[config.mk]
export PLATFORM = sky130hd
export DESIGN_NAME = geometry_command_list_decoder
export DESIGN_NICKNAME = d
export VERILOG_FILES = /design/src/hdl/gcld_pkg.sv /design/src/hdl/geometry_command_list_decoder.sv /design/src/hdl/gcld_front.sv /design/src/hdl/gcld_queue.sv /design/src/hdl/gcld_back.sv
export SDC_FILE = /design/constraint.sdc
export NUM_CORES = 2
export LEC_CHECK = 0
export ABC_AREA = 1
export BUFFER_PORTS_ARGS = -buffer_cell sky130_fd_sc_hd__buf_2
export CORE_MARGIN = 8
export CORE_UTILIZATION = 30
export DETAILED_ROUTE_END_ITERATION = 8
export PLACE_DENSITY_LB_ADDON = 0.2
export SYNTH_ARGS = -nofsm -noshare
export SYNTH_HDL_FRONTEND = slang
export SYNTH_SLANG_ARGS = --single-unit
[constraint.sdc]
create_clock -name i_clk -period 24.7 [get_ports i_clk]
set_input_delay 4.94 -clock i_clk [delete_from_list [all_inputs] [get_ports i_clk]]
set_output_delay 4.94 -clock i_clk [all_outputs]
set_load 0.02 [all_outputs]
[src/hdl/gcld_pkg.sv]
package gcld_pkg;

    // Widths of the position path and of the output coordinates
    localparam int COORD_BITS = 24;
    localparam int POS_W      = 24;

    // Command slot value that means "expect a command word"
    localparam logic [2:0] SLOT_IDLE = 3'd4;

    // Result queue between decode and output
    localparam int QUEUE_DEPTH = 4;
    localparam int QPTR_W      = $clog2(QUEUE_DEPTH);

    // Packed output data width, whole bytes
    localparam int DATA_W = 160;

    // Result kinds
    localparam logic [1:0] KIND_VERTEX = 2'd0;
    localparam logic [1:0] KIND_BEGIN  = 2'd1;
    localparam logic [1:0] KIND_END    = 2'd2;

    // Geometry command codes
    localparam logic [7:0] CMD_MTX_MODE      = 8'h10;
    localparam logic [7:0] CMD_MTX_POP       = 8'h12;
    localparam logic [7:0] CMD_MTX_STORE     = 8'h13;
    localparam logic [7:0] CMD_MTX_RESTORE   = 8'h14;
    localparam logic [7:0] CMD_MTX_LOAD_4X4  = 8'h16;
    localparam logic [7:0] CMD_MTX_LOAD_4X3  = 8'h17;
    localparam logic [7:0] CMD_MTX_MULT_4X4  = 8'h18;
    localparam logic [7:0] CMD_MTX_MULT_4X3  = 8'h19;
    localparam logic [7:0] CMD_MTX_MULT_3X3  = 8'h1A;
    localparam logic [7:0] CMD_MTX_SCALE     = 8'h1B;
    localparam logic [7:0] CMD_MTX_TRANS     = 8'h1C;
    localparam logic [7:0] CMD_COLOR         = 8'h20;
    localparam logic [7:0] CMD_NORMAL        = 8'h21;
    localparam logic [7:0] CMD_TEXCOORD      = 8'h22;
    localparam logic [7:0] CMD_VTX_16        = 8'h23;
    localparam logic [7:0] CMD_VTX_10        = 8'h24;
    localparam logic [7:0] CMD_VTX_XY        = 8'h25;
    localparam logic [7:0] CMD_VTX_XZ        = 8'h26;
    localparam logic [7:0] CMD_VTX_YZ        = 8'h27;
    localparam logic [7:0] CMD_VTX_DIFF      = 8'h28;
    localparam logic [7:0] CMD_POLYGON_ATTR  = 8'h29;
    localparam logic [7:0] CMD_TEXIMAGE      = 8'h2A;
    localparam logic [7:0] CMD_PLTT_BASE     = 8'h2B;
    localparam logic [7:0] CMD_DIF_AMB       = 8'h30;
    localparam logic [7:0] CMD_SPE_EMI       = 8'h31;
    localparam logic [7:0] CMD_LIGHT_VECTOR  = 8'h32;
    localparam logic [7:0] CMD_LIGHT_COLOR   = 8'h33;
    localparam logic [7:0] CMD_SHININESS     = 8'h34;
    localparam logic [7:0] CMD_BEGIN_VTXS    = 8'h40;
    localparam logic [7:0] CMD_END_VTXS      = 8'h41;
    localparam logic [7:0] CMD_SWAP_BUFFERS  = 8'h50;
    localparam logic [7:0] CMD_VIEWPORT      = 8'h60;
    localparam logic [7:0] CMD_BOX_TEST      = 8'h70;
    localparam logic [7:0] CMD_POS_TEST      = 8'h71;
    localparam logic [7:0] CMD_VEC_TEST      = 8'h72;

    // One queue entry: one or two results made by a single input word.
    // With two set, a primitive end with the same attributes follows.
    typedef struct packed {
        logic [1:0]       kind;
        logic             two;
        logic [POS_W-1:0] pos_x;
        logic [POS_W-1:0] pos_y;
        logic [POS_W-1:0] pos_z;
        logic [14:0]      color_rgb;
        logic [29:0]      normal_packed;
        logic [31:0]      texcoord;
        logic [4:0]       matrix_index;
        logic [1:0]       prim_type;
    } t_entry;

    // One result on the output side
    typedef struct packed {
        logic [1:0]       kind;
        logic [POS_W-1:0] pos_x;
        logic [POS_W-1:0] pos_y;
        logic [POS_W-1:0] pos_z;
        logic [14:0]      color_rgb;
        logic [29:0]      normal_packed;
        logic [31:0]      texcoord;
        logic [4:0]       matrix_index;
        logic [1:0]       prim_type;
        logic             run_last;
    } t_result;

    // Number of parameter words each command takes
    function automatic logic [5:0] param_count(input logic [7:0] c);
        logic [5:0] k;
        case (c)
            CMD_MTX_MODE, CMD_MTX_POP, CMD_MTX_STORE, CMD_MTX_RESTORE: k = 6'd1;
            CMD_MTX_LOAD_4X4, CMD_MTX_MULT_4X4:                        k = 6'd16;
            CMD_MTX_LOAD_4X3, CMD_MTX_MULT_4X3:                        k = 6'd12;
            CMD_MTX_MULT_3X3:                                          k = 6'd9;
            CMD_MTX_SCALE, CMD_MTX_TRANS, CMD_BOX_TEST:                k = 6'd3;
            CMD_VTX_16, CMD_POS_TEST:                                  k = 6'd2;
            CMD_SHININESS:                                             k = 6'd32;
            CMD_COLOR, CMD_NORMAL, CMD_TEXCOORD, CMD_VTX_10,
            CMD_VTX_XY, CMD_VTX_XZ, CMD_VTX_YZ, CMD_VTX_DIFF,
            CMD_POLYGON_ATTR, CMD_TEXIMAGE, CMD_PLTT_BASE,
            CMD_DIF_AMB, CMD_SPE_EMI, CMD_LIGHT_VECTOR,
            CMD_LIGHT_COLOR, CMD_BEGIN_VTXS, CMD_SWAP_BUFFERS,
            CMD_VIEWPORT, CMD_VEC_TEST:                                k = 6'd1;
            default:                                                   k = 6'd0;
        endcase
        return k;
    endfunction

endpackage

[src/hdl/geometry_command_list_decoder.sv]
// Packed geometry command list decoder. Display list words enter on the slave
// stream, one 32-bit word per transaction; tlast marks the final word of a list,
// after which all decoder state returns to its reset value (the scale register
// is kept). A command word carries four command bytes, run from the low byte
// up, and the parameter words of each command follow it. The decoder tracks
// the current colour, normal, texcoord, matrix index, open primitive and last
// vertex, and emits vertex, begin and end results on the master stream with
// tlast set on the last result a word produced. The scale register may be
// written only while the block is idle. Rate: one word per clock while the
// result queue is not full; the front end decodes and executes a word in the
// cycle it is accepted. A word yields at most two results (a begin or vertex
// then an end), both taken from one queue entry; a four-entry result queue
// lets the front end keep accepting words while the output side stalls or
// drains a pair. Results pass through the queue, then the output register.
module geometry_command_list_decoder (
    input  logic                        i_clk,
    input  logic                        i_rst_n,
    // scale register write
    input  logic                        i_cfg_valid,
    output logic                        o_cfg_ready,
    input  logic [2:0]                  i_cfg_data,   // coordinate left shift
    // display list words
    input  logic                        i_s_tvalid,
    output logic                        o_s_tready,
    input  logic [31:0]                 i_s_tdata,    // word
    input  logic                        i_s_tlast,    // last_word
    // results
    output logic                        o_m_tvalid,
    input  logic                        i_m_tready,
    // pos_x[23:0], pos_y[47:24], pos_z[71:48], color_rgb[86:72],
    // normal_packed[116:87], texcoord[148:117], matrix_index[153:149],
    // prim_type[155:154], zero[159:156]
    output logic [gcld_pkg::DATA_W-1:0] o_m_tdata,
    output logic [1:0]                  o_m_tuser,    // kind
    output logic                        o_m_tlast     // run_last
);

    localparam int USED_W = 3 * gcld_pkg::POS_W + 15 + 30 + 32 + 5 + 2;

    logic              q_full;
    logic              q_valid;
    logic              q_push;
    logic              q_pop;
    gcld_pkg::t_entry  q_in;
    gcld_pkg::t_entry  q_head;
    gcld_pkg::t_result res;

    assign o_cfg_ready = 1'b1;

    gcld_front u_front (
        .i_clk       (i_clk),
        .i_rst_n     (i_rst_n),
        .i_cfg_valid (i_cfg_valid),
        .i_cfg_data  (i_cfg_data),
        .i_valid     (i_s_tvalid),
        .i_word      (i_s_tdata),
        .i_last      (i_s_tlast),
        .i_full      (q_full),
        .o_ready     (o_s_tready),
        .o_push      (q_push),
        .o_entry     (q_in)
    );

    gcld_queue u_queue (
        .i_clk   (i_clk),
        .i_rst_n (i_rst_n),
        .i_push  (q_push),
        .i_entry (q_in),
        .i_pop   (q_pop),
        .o_full  (q_full),
        .o_valid (q_valid),
        .o_head  (q_head)
    );

    gcld_back u_back (
        .i_clk    (i_clk),
        .i_rst_n  (i_rst_n),
        .i_valid  (q_valid),
        .i_head   (q_head),
        .o_pop    (q_pop),
        .i_ready  (i_m_tready),
        .o_valid  (o_m_tvalid),
        .o_result (res)
    );

    // Pack result fields, first field in the low bits
    assign o_m_tdata = {{(gcld_pkg::DATA_W - USED_W){1'b0}},
                        res.prim_type, res.matrix_index, res.texcoord,
                        res.normal_packed, res.color_rgb,
                        res.pos_z, res.pos_y, res.pos_x};
    assign o_m_tuser = res.kind;
    assign o_m_tlast = res.run_last;

endmodule

[src/hdl/gcld_front.sv]
module gcld_front (
    input  logic                  i_clk,
    input  logic                  i_rst_n,
    input  logic                  i_cfg_valid,
    input  logic [2:0]            i_cfg_data,
    input  logic                  i_valid,
    input  logic [31:0]           i_word,
    input  logic                  i_last,
    input  logic                  i_full,
    output logic                  o_ready,
    output logic                  o_push,
    output gcld_pkg::t_entry      o_entry
);

    localparam int CB = gcld_pkg::COORD_BITS;

    // Decoder state
    logic [2:0]    r_scale;
    logic [31:0]   r_cmds,   n_cmds;
    logic [2:0]    r_slot,   n_slot;
    logic [5:0]    r_left,   n_left;
    logic [31:0]   r_hold,   n_hold;
    logic [14:0]   r_color,  n_color;
    logic [29:0]   r_normal, n_normal;
    logic [31:0]   r_tex,    n_tex;
    logic [4:0]    r_mtx,    n_mtx;
    logic [CB-1:0] r_pos [0:2];
    logic [CB-1:0] n_pos [0:2];
    logic          r_open,   n_open;
    logic [1:0]    r_type,   n_type;

    logic          fire;
    logic          is_cmd;
    logic [7:0]    cur_cmd;
    logic          exec_go;
    logic          exec_vtx;
    logic          exec_emit;
    logic [1:0]    exec_kind;
    logic          adv_go;
    logic [2:0]    adv_start;
    logic          adv_stop;
    logic          adv_open;
    logic [7:0]    adv_byte;
    logic [5:0]    adv_cnt;
    logic          end_emit;
    logic [3:0]    sh0;
    logic [3:0]    sh6;

    function automatic logic [CB-1:0] f_sx16(input logic [15:0] v);
        return {{(CB-16){v[15]}}, v};
    endfunction

    function automatic logic [CB-1:0] f_sx10(input logic [9:0] v);
        return {{(CB-10){v[9]}}, v};
    endfunction

    function automatic logic [CB-1:0] f_shl(input logic [CB-1:0] v, input logic [3:0] sh);
        return v << sh;
    endfunction

    assign o_ready = !i_full;
    assign fire    = i_valid && o_ready;
    assign sh0     = {1'b0, r_scale};
    assign sh6     = {1'b0, r_scale} + 4'd6;

    // Classify the word, run a completed command, then walk the command slots
    always_comb begin
        n_cmds    = r_cmds;
        n_slot    = r_slot;
        n_left    = r_left;
        n_hold    = r_hold;
        n_color   = r_color;
        n_normal  = r_normal;
        n_tex     = r_tex;
        n_mtx     = r_mtx;
        n_pos     = r_pos;
        n_open    = r_open;
        n_type    = r_type;
        exec_go   = 1'b0;
        exec_vtx  = 1'b0;
        exec_emit = 1'b0;
        exec_kind = gcld_pkg::KIND_VERTEX;
        adv_go    = 1'b0;
        adv_start = 3'd0;
        adv_stop  = 1'b0;
        adv_open  = 1'b0;
        adv_byte  = 8'd0;
        adv_cnt   = 6'd0;
        end_emit  = 1'b0;

        is_cmd  = r_slot[2] || (r_left == 6'd0);
        cur_cmd = r_cmds[{r_slot[1:0], 3'b000} +: 8];

        if (is_cmd) begin
            n_cmds    = i_word;
            adv_go    = 1'b1;
            adv_start = 3'd0;
        end else begin
            if (cur_cmd == gcld_pkg::CMD_VTX_16 && r_left == 6'd2) begin
                n_hold = i_word;
            end
            n_left = r_left - 6'd1;
            if (n_left == 6'd0) begin
                exec_go   = 1'b1;
                adv_go    = 1'b1;
                adv_start = r_slot + 3'd1;
            end
        end

        // Execute the command whose last parameter is this word
        if (exec_go) begin
            case (cur_cmd)
                gcld_pkg::CMD_MTX_RESTORE: n_mtx    = i_word[4:0];
                gcld_pkg::CMD_COLOR:       n_color  = i_word[14:0];
                gcld_pkg::CMD_NORMAL:      n_normal = i_word[29:0];
                gcld_pkg::CMD_TEXCOORD:    n_tex    = i_word;
                gcld_pkg::CMD_VTX_16: begin
                    exec_vtx = 1'b1;
                    n_pos[0] = f_shl(f_sx16(r_hold[15:0]), sh0);
                    n_pos[1] = f_shl(f_sx16(r_hold[31:16]), sh0);
                    n_pos[2] = f_shl(f_sx16(i_word[15:0]), sh0);
                end
                gcld_pkg::CMD_VTX_10: begin
                    exec_vtx = 1'b1;
                    n_pos[0] = f_shl(f_sx10(i_word[9:0]), sh6);
                    n_pos[1] = f_shl(f_sx10(i_word[19:10]), sh6);
                    n_pos[2] = f_shl(f_sx10(i_word[29:20]), sh6);
                end
                gcld_pkg::CMD_VTX_XY: begin
                    exec_vtx = 1'b1;
                    n_pos[0] = f_shl(f_sx16(i_word[15:0]), sh0);
                    n_pos[1] = f_shl(f_sx16(i_word[31:16]), sh0);
                end
                gcld_pkg::CMD_VTX_XZ: begin
                    exec_vtx = 1'b1;
                    n_pos[0] = f_shl(f_sx16(i_word[15:0]), sh0);
                    n_pos[2] = f_shl(f_sx16(i_word[31:16]), sh0);
                end
                gcld_pkg::CMD_VTX_YZ: begin
                    exec_vtx = 1'b1;
                    n_pos[1] = f_shl(f_sx16(i_word[15:0]), sh0);
                    n_pos[2] = f_shl(f_sx16(i_word[31:16]), sh0);
                end
                gcld_pkg::CMD_VTX_DIFF: begin
                    exec_vtx = 1'b1;
                    n_pos[0] = r_pos[0] + f_shl(f_sx10(i_word[9:0]), sh0);
                    n_pos[1] = r_pos[1] + f_shl(f_sx10(i_word[19:10]), sh0);
                    n_pos[2] = r_pos[2] + f_shl(f_sx10(i_word[29:20]), sh0);
                end
                gcld_pkg::CMD_BEGIN_VTXS: begin
                    n_type    = i_word[1:0];
                    n_open    = 1'b1;
                    exec_emit = 1'b1;
                    exec_kind = gcld_pkg::KIND_BEGIN;
                end
                default: ;
            endcase
            if (exec_vtx && r_open) begin
                exec_emit = 1'b1;
                exec_kind = gcld_pkg::KIND_VERTEX;
            end
        end

        // Walk the slots up to the next command that waits for parameters, closing an open primitive at END_VTXS
        if (adv_go) begin
            adv_open = n_open;
            for (int i = 0; i < 4; i++) begin
                if (3'(i) >= adv_start && !adv_stop) begin
                    adv_byte = n_cmds[8*i +: 8];
                    adv_cnt  = gcld_pkg::param_count(adv_byte);
                    if (adv_cnt != 6'd0) begin
                        adv_stop = 1'b1;
                        n_slot   = 3'(i);
                        n_left   = adv_cnt;
                    end else if (adv_byte == gcld_pkg::CMD_END_VTXS && adv_open) begin
                        end_emit = 1'b1;
                        adv_open = 1'b0;
                    end
                end
            end
            n_open = adv_open;
            if (!adv_stop) begin
                n_slot = gcld_pkg::SLOT_IDLE;
                n_left = 6'd0;
            end
        end
    end

    // Build the queue entry from the updated attributes
    always_comb begin
        o_push                = fire && (exec_emit || end_emit);
        o_entry.kind          = exec_emit ? exec_kind : gcld_pkg::KIND_END;
        o_entry.two           = exec_emit && end_emit;
        o_entry.color_rgb     = n_color;
        o_entry.normal_packed = n_normal;
        o_entry.texcoord      = n_tex;
        o_entry.matrix_index  = n_mtx;
        o_entry.prim_type     = n_type;
        if (exec_emit && exec_kind == gcld_pkg::KIND_VERTEX) begin
            o_entry.pos_x = n_pos[0][gcld_pkg::POS_W-1:0];
            o_entry.pos_y = n_pos[1][gcld_pkg::POS_W-1:0];
            o_entry.pos_z = n_pos[2][gcld_pkg::POS_W-1:0];
        end else begin
            o_entry.pos_x = '0;
            o_entry.pos_y = '0;
            o_entry.pos_z = '0;
        end
    end

    // Hold the decoder state; end of list returns it to reset
    always_ff @(posedge i_clk) begin
        if (!i_rst_n || (fire && i_last)) begin
            r_cmds   <= '0;
            r_slot   <= gcld_pkg::SLOT_IDLE;
            r_left   <= '0;
            r_hold   <= '0;
            r_color  <= '0;
            r_normal <= '0;
            r_tex    <= '0;
            r_mtx    <= '0;
            r_pos    <= '{default: '0};
            r_open   <= 1'b0;
            r_type   <= '0;
        end else if (fire) begin
            r_cmds   <= n_cmds;
            r_slot   <= n_slot;
            r_left   <= n_left;
            r_hold   <= n_hold;
            r_color  <= n_color;
            r_normal <= n_normal;
            r_tex    <= n_tex;
            r_mtx    <= n_mtx;
            r_pos    <= n_pos;
            r_open   <= n_open;
            r_type   <= n_type;
        end
    end

    // Take the scale register; it survives the end of a list
    always_ff @(posedge i_clk) begin
        if (!i_rst_n) begin
            r_scale <= '0;
        end else if (i_cfg_valid) begin
            r_scale <= i_cfg_data;
        end
    end

    a_slot_range: assert property (@(posedge i_clk) disable iff (!i_rst_n)
        r_slot <= gcld_pkg::SLOT_IDLE)
        else $error("command slot beyond idle");

    a_slot_has_params: assert property (@(posedge i_clk) disable iff (!i_rst_n)
        r_slot != gcld_pkg::SLOT_IDLE |-> r_left != 6'd0)
        else $error("command slot parked with no parameters outstanding");

    a_list_end: assert property (@(posedge i_clk) disable iff (!i_rst_n)
        fire && i_last |=> r_slot == gcld_pkg::SLOT_IDLE && !r_open && r_left == 6'd0)
        else $error("state not cleared after end of list");

endmodule

[src/hdl/gcld_queue.sv]
module gcld_queue (
    input  logic             i_clk,
    input  logic             i_rst_n,
    input  logic             i_push,
    input  gcld_pkg::t_entry i_entry,
    input  logic             i_pop,
    output logic             o_full,
    output logic             o_valid,
    output gcld_pkg::t_entry o_head
);

    localparam int PTR_W = gcld_pkg::QPTR_W;
    localparam int CNT_W = gcld_pkg::QPTR_W + 1;

    gcld_pkg::t_entry              r_mem [0:gcld_pkg::QUEUE_DEPTH-1];
    logic [gcld_pkg::QPTR_W-1:0]   r_wr;
    logic [gcld_pkg::QPTR_W-1:0]   r_rd;
    logic [CNT_W-1:0]              r_count;

    assign o_full  = (r_count == CNT_W'(gcld_pkg::QUEUE_DEPTH));
    assign o_valid = (r_count != '0);
    assign o_head  = r_mem[r_rd];

    // Advance pointers and fill level
    always_ff @(posedge i_clk) begin
        if (!i_rst_n) begin
            r_wr    <= '0;
            r_rd    <= '0;
            r_count <= '0;
        end else begin
            if (i_push) begin
                r_wr <= r_wr + PTR_W'(1);
            end
            if (i_pop) begin
                r_rd <= r_rd + PTR_W'(1);
            end
            case ({i_push, i_pop})
                2'b10:   r_count <= r_count + CNT_W'(1);
                2'b01:   r_count <= r_count - CNT_W'(1);
                default: r_count <= r_count;
            endcase
        end
    end

    // Store entries
    always_ff @(posedge i_clk) begin
        if (i_push) begin
            r_mem[r_wr] <= i_entry;
        end
    end

    a_no_overflow: assert property (@(posedge i_clk) disable iff (!i_rst_n)
        i_push |-> !o_full)
        else $error("push into full result queue");

    a_no_underflow: assert property (@(posedge i_clk) disable iff (!i_rst_n)
        i_pop |-> o_valid)
        else $error("pop from empty result queue");

    a_count_range: assert property (@(posedge i_clk) disable iff (!i_rst_n)
        r_count <= CNT_W'(gcld_pkg::QUEUE_DEPTH))
        else $error("result queue count out of range");

endmodule

[src/hdl/gcld_back.sv]
module gcld_back (
    input  logic              i_clk,
    input  logic              i_rst_n,
    input  logic              i_valid,
    input  gcld_pkg::t_entry  i_head,
    output logic              o_pop,
    input  logic              i_ready,
    output logic              o_valid,
    output gcld_pkg::t_result o_result
);

    logic              r_valid;
    logic              r_phase;
    gcld_pkg::t_result r_result;
    gcld_pkg::t_result n_result;
    logic              load;

    assign load     = !r_valid || i_ready;
    assign o_pop    = load && i_valid && (!i_head.two || r_phase);
    assign o_valid  = r_valid;
    assign o_result = r_result;

    // Split an entry into its first result and an optional trailing end
    always_comb begin
        n_result.kind          = r_phase ? gcld_pkg::KIND_END : i_head.kind;
        n_result.pos_x         = r_phase ? '0 : i_head.pos_x;
        n_result.pos_y         = r_phase ? '0 : i_head.pos_y;
        n_result.pos_z         = r_phase ? '0 : i_head.pos_z;
        n_result.color_rgb     = i_head.color_rgb;
        n_result.normal_packed = i_head.normal_packed;
        n_result.texcoord      = i_head.texcoord;
        n_result.matrix_index  = i_head.matrix_index;
        n_result.prim_type     = i_head.prim_type;
        n_result.run_last      = r_phase || !i_head.two;
    end

    // Hold the output register and the second-result flag
    always_ff @(posedge i_clk) begin
        if (!i_rst_n) begin
            r_valid <= 1'b0;
            r_phase <= 1'b0;
        end else if (load) begin
            r_valid <= i_valid;
            if (i_valid) begin
                r_phase <= i_head.two && !r_phase;
            end
        end
    end

    always_ff @(posedge i_clk) begin
        if (load && i_valid) begin
            r_result <= n_result;
        end
    end

    a_phase_has_entry: assert property (@(posedge i_clk) disable iff (!i_rst_n)
        r_phase |-> i_valid && i_head.two)
        else $error("second result pending without its entry");

    a_phase_shown: assert property (@(posedge i_clk) disable iff (!i_rst_n)
        r_phase |-> r_valid && !r_result.run_last)
        else $error("first of two results not on the output");

    a_output_held: assert property (@(posedge i_clk) disable iff (!i_rst_n)
        r_valid && !i_ready |=> r_valid && $stable(r_result))
        else $error("stalled result changed before acceptance");

endmodule
==> qor.yml <==
ios: 207
max_slew_margin_pct: 13.62
drtPass1Iterations: 8
top_layer: "met5"
met3WireLength_um: 8694
skew_ns: 0.06200
synth_edf_count: 795
cts_tree: "yes"
numCtsBuffers: 112
fin_crit_ns: 9.087
grt_pass1_wl_um: 253100
die_y_um: 425.3
irDropWorstVdd_uv: 56.73
p_leak_nw: 21.01
period_share_pct: 36.79
dr_wl_met2_um: 78630
ant_nets: 0
post-cts-setup-buffer-count: 0
postSynth.asyncResetShare_pct: 0
syn_area_um2: 50260
synthCells: 5543
dp_hpwl_um: 116300
synth_seq_cells: 1039
vias_per_cell: 5.098
holdBufCountCts: 0
final_max_slew_viol_count: 0
critPathKind: "in -> reg"
synth_ff_type: "edfxtp_1"
yosys_warnings: 0
die-width_um: 425.3
cts_buffer_depth: 3
wirelength_met1_um: 77690
drt_iter0_markers: 3526
worstSkewPairLatency_ns: 0.76
path_max_fanout: 18
routedWlPerCell_um: 21.59
end_kind: "register"
post_cts_resized: 0
tns_ns: 0
wl_um: 170800
first_global_vias: 38206
worstMarginPinSlew_ns: 1.282
num_vias: 40320
synth_cell_type_count: 64
drive_above_1_share_pct: 9.735
maxCapViolCount: 0
power.density_nw_per_um2: 81.61
place_congestion: 0.9386
drc_errors: 0
root_buffer: "clkbuf_16"
min_path_cells: 1
hp-class: "reg -> reg"
initial_core_util_pct: 30.12
die_area_um2: 180900
gr-usage-all-layers_pct: 18.14
cp.required_ns: 25.23
fin_nets: 5743
ff2ff_path_depth: 18
rsz0062_at_grt: "false"
clk_pin_slew_worst_paths_ns: 0.06
htreeDepth: 3
outcome: "complete, no violations"
grt_antenna_before_repair: 19
hold_path_end: "u_queue.r_count[0]$_SDFFE_PN0P_"
synth.avg_cell_area_um2: 9.067
max_freq_mhz: 110.0
coreArea_um2: 166800
synthToLayoutAreaGrowth_pct: 13.76
num_rows: 150
hp-start: "u_queue.r_count[0]$_SDFFE_PN0P_"
r2r-start: "u_front.r_slot[0]$_SDFFE_PP0P_"
ys_seq_area_share_pct: 57.22
final_util_pct: 34.27
cp.arrival_ns: 9.62
portBuffers: 201
grt_max_degree: 127
r2r_end: "u_queue.r_mem[1][9]$_DFFE_PP_"
cts_num_sinks: 1039
finalSetupViolations: 0
finalHoldViolations: 0
overflow: 0
critPathLaunchType: "input pin"
reg2reg_slack_ns: 18.31
state kept, by name (all words and copies together), names as in the netlist, named ones only:
signal            flops
u_front.r_slot        3
u_front.r_left        6
u_front.r_cmds       32
u_front.r_scale       3
u_queue.r_mem       636
u_front.r_pos        72
u_queue.r_rd          2
u_front.r_open        1
u_front.r_tex        32
u_front.r_mtx         5
u_front.r_normal     30
u_front.r_color      15
u_back.o_valid        1
u_front.r_hold       32
u_back.r_phase        1
u_front.r_type        2
u_back.o_result     159
u_queue.r_count       3
u_queue.r_wr          2
cells in the mapped netlist (5+ instances only):
master | instances | share of area (%)
inv_1 | 447 | 3.3
o22ai_1 | 121 | 1.5
nor2_1 | 785 | 5.9
a31oi_1 | 15 | 0.19
o221ai_1 | 10 | 0.17
o2111ai_1 | 23 | 0.40
o211ai_1 | 36 | 0.54
a221oi_1 | 18 | 0.31
nand2_2 | 22 | 0.27
edfxtp_1 | 795 | 47
buf_2 | 24 | 0.24
or2_2 | 21 | 0.26
clkbuf_1 | 263 | 2.0
nand3_1 | 170 | 1.7
o21bai_1 | 14 | 0.21
buf_1 | 28 | 0.21
xor2_1 | 9 | 0.16
nor3_1 | 21 | 0.21
mux2i_1 | 14 | 0.28
o21a_1 | 11 | 0.16
dfxtp_1 | 244 | 9.7
o21ai_2 | 8 | 0.14
a211oi_1 | 6 | 0.090
clkinv_1 | 5 | 0.037
nand4_1 | 27 | 0.34
a21oi_1 | 470 | 4.7
a21boi_0 | 5 | 0.075
nand2_1 | 770 | 5.8
o21ai_0 | 964 | 9.6
inv_2 | 14 | 0.10
o21ai_1 | 10 | 0.10
buf_4 | 8 | 0.12
ha_1 | 95 | 2.4
nor2_2 | 5 | 0.062
metrics by stage:
stage / hold slack [ns] / total power, mW / cell area, um^2 / std cells / worst slack (ns)
5_1_grt: 0.4759 / 4.880 / 57180 / 7909 / 15.25
2_1_floorplan: 0.4217 / 2.704 / 50270 / 5546 / 10.08
3_5_place_dp: 0.4402 / 2.985 / 53370 / 7693 / 14.91
6_report: 0.4612 / 4.667 / 57180 / 7909 / 15.61
4_1_cts: 0.4509 / 4.722 / 57170 / 7905 / 15.72
3_3_place_gp: 0.4343 / 2.987 / 53370 / 7693 / 15.00
report_power, final:
group	total, mW	internal [mW]	switching [mW]	leakage [nW]
Sequential	2.04	2.00	0.0409	8.62
Clock	1.72	0.989	0.733	1.84
Combinational	0.906	0.218	0.688	10.6
Total	4.67	3.21	1.46	21.0
critical path, cell delays in order:
cell and delay (ns):
buf_2 0.42, inv_1 0.24, o21ai_0 0.44, o21ai_0 0.33, o21ai_0 1.07, ha_1 0.47
a21o_1 0.19, nor2_1 0.10, nand2_1 0.08, a31oi_1 0.40, o21bai_1 0.19, nand3_1 0.10
nand2_1 0.06, a21oi_1 0.13, o21a_1 0.14, o22ai_1 0.09, nor2_1 0.22
layout make-up:
cell class | instances | area [um^2]
Clock inverter | 52 | 613.1
Inverter | 466 | 1769
Fill cell | 17077 | 109700
Antenna cell | 4 | 10.01
Tap cell | 2204 | 2758
Clock buffer | 160 | 3186
Multi-Input combinational cell | 3712 | 18490
Timing Repair Buffer | 272 | 1577
Sequential cell | 1039 | 28770
cells by family after synthesis:
group | share of synthesized area [%]
and+or+nand+nor | 14.94
AOI/OAI and AO/OA | 18.62
DFF | 57.22
buffers and inverters | 6.179
adders and majority gates | 2.524
muxes | 0.2788
xor gates and xnor gates | 0.2265
other | 0.01494
cell usage in the layout, fill, tap and decap left out, types with 6 or more instances in the layout:
cell       count
mux2i_1       14
or2_2         21
xor2_1         9
a211oi_1       6
buf_4         68
inv_1        444
nor3_1        20
clkinv_1      16
clkbuf_8      16
nor2_4         6
nand2_1      767
nor2_1       781
o22ai_1      121
dfxtp_1      238
o21ai_2        8
o21ai_0      964
a21oi_1      470
o2111ai_1     23
clkbuf_16    114
o21bai_1      14
edfxtp_1     795
nand3_1      169
nand4_1       27
o21a_1        11
clkbuf_1      30
a31oi_1       14
o221ai_1      10
buf_2        201
ha_1          94
o211ai_1      36
bufinv_16      8
o21ai_1       10
clkinv_2      13
nand2_2       24
a221oi_1      18
inv_2         15
routing by layer:
| metal | GRT usage (%) | vias up |
|---|---|---|
| li1 | - | 19395 |
| met5 | 0 | - |
| met3 | 2.326 | 236 |
| met4 | 6.505 | 2 |
| met2 | 29.42 | 1162 |
| met1 | 24.91 | 19525 |
worst max path at each step:
stage | start | end | depth (start not counted)
floorplan | i_m_tready | u_queue.r_count[2]$_SDFFE_PN0P_ | 11
global placement | i_s_tdata[9] | u_queue.r_mem[1][12]$_DFFE_PP_ | 24
detailed placement | i_s_tdata[9] | u_queue.r_mem[1][15]$_DFFE_PP_ | 22
CTS | i_s_tdata[9] | u_queue.r_mem[1][9]$_DFFE_PP_ | 22
global route | i_s_tdata[9] | u_queue.r_mem[1][9]$_DFFE_PP_ | 22
finish | i_s_tdata[9] | u_queue.r_mem[2][148]$_DFFE_PP_ | 17
No activity file was read; power rests on OpenSTA's default activity.
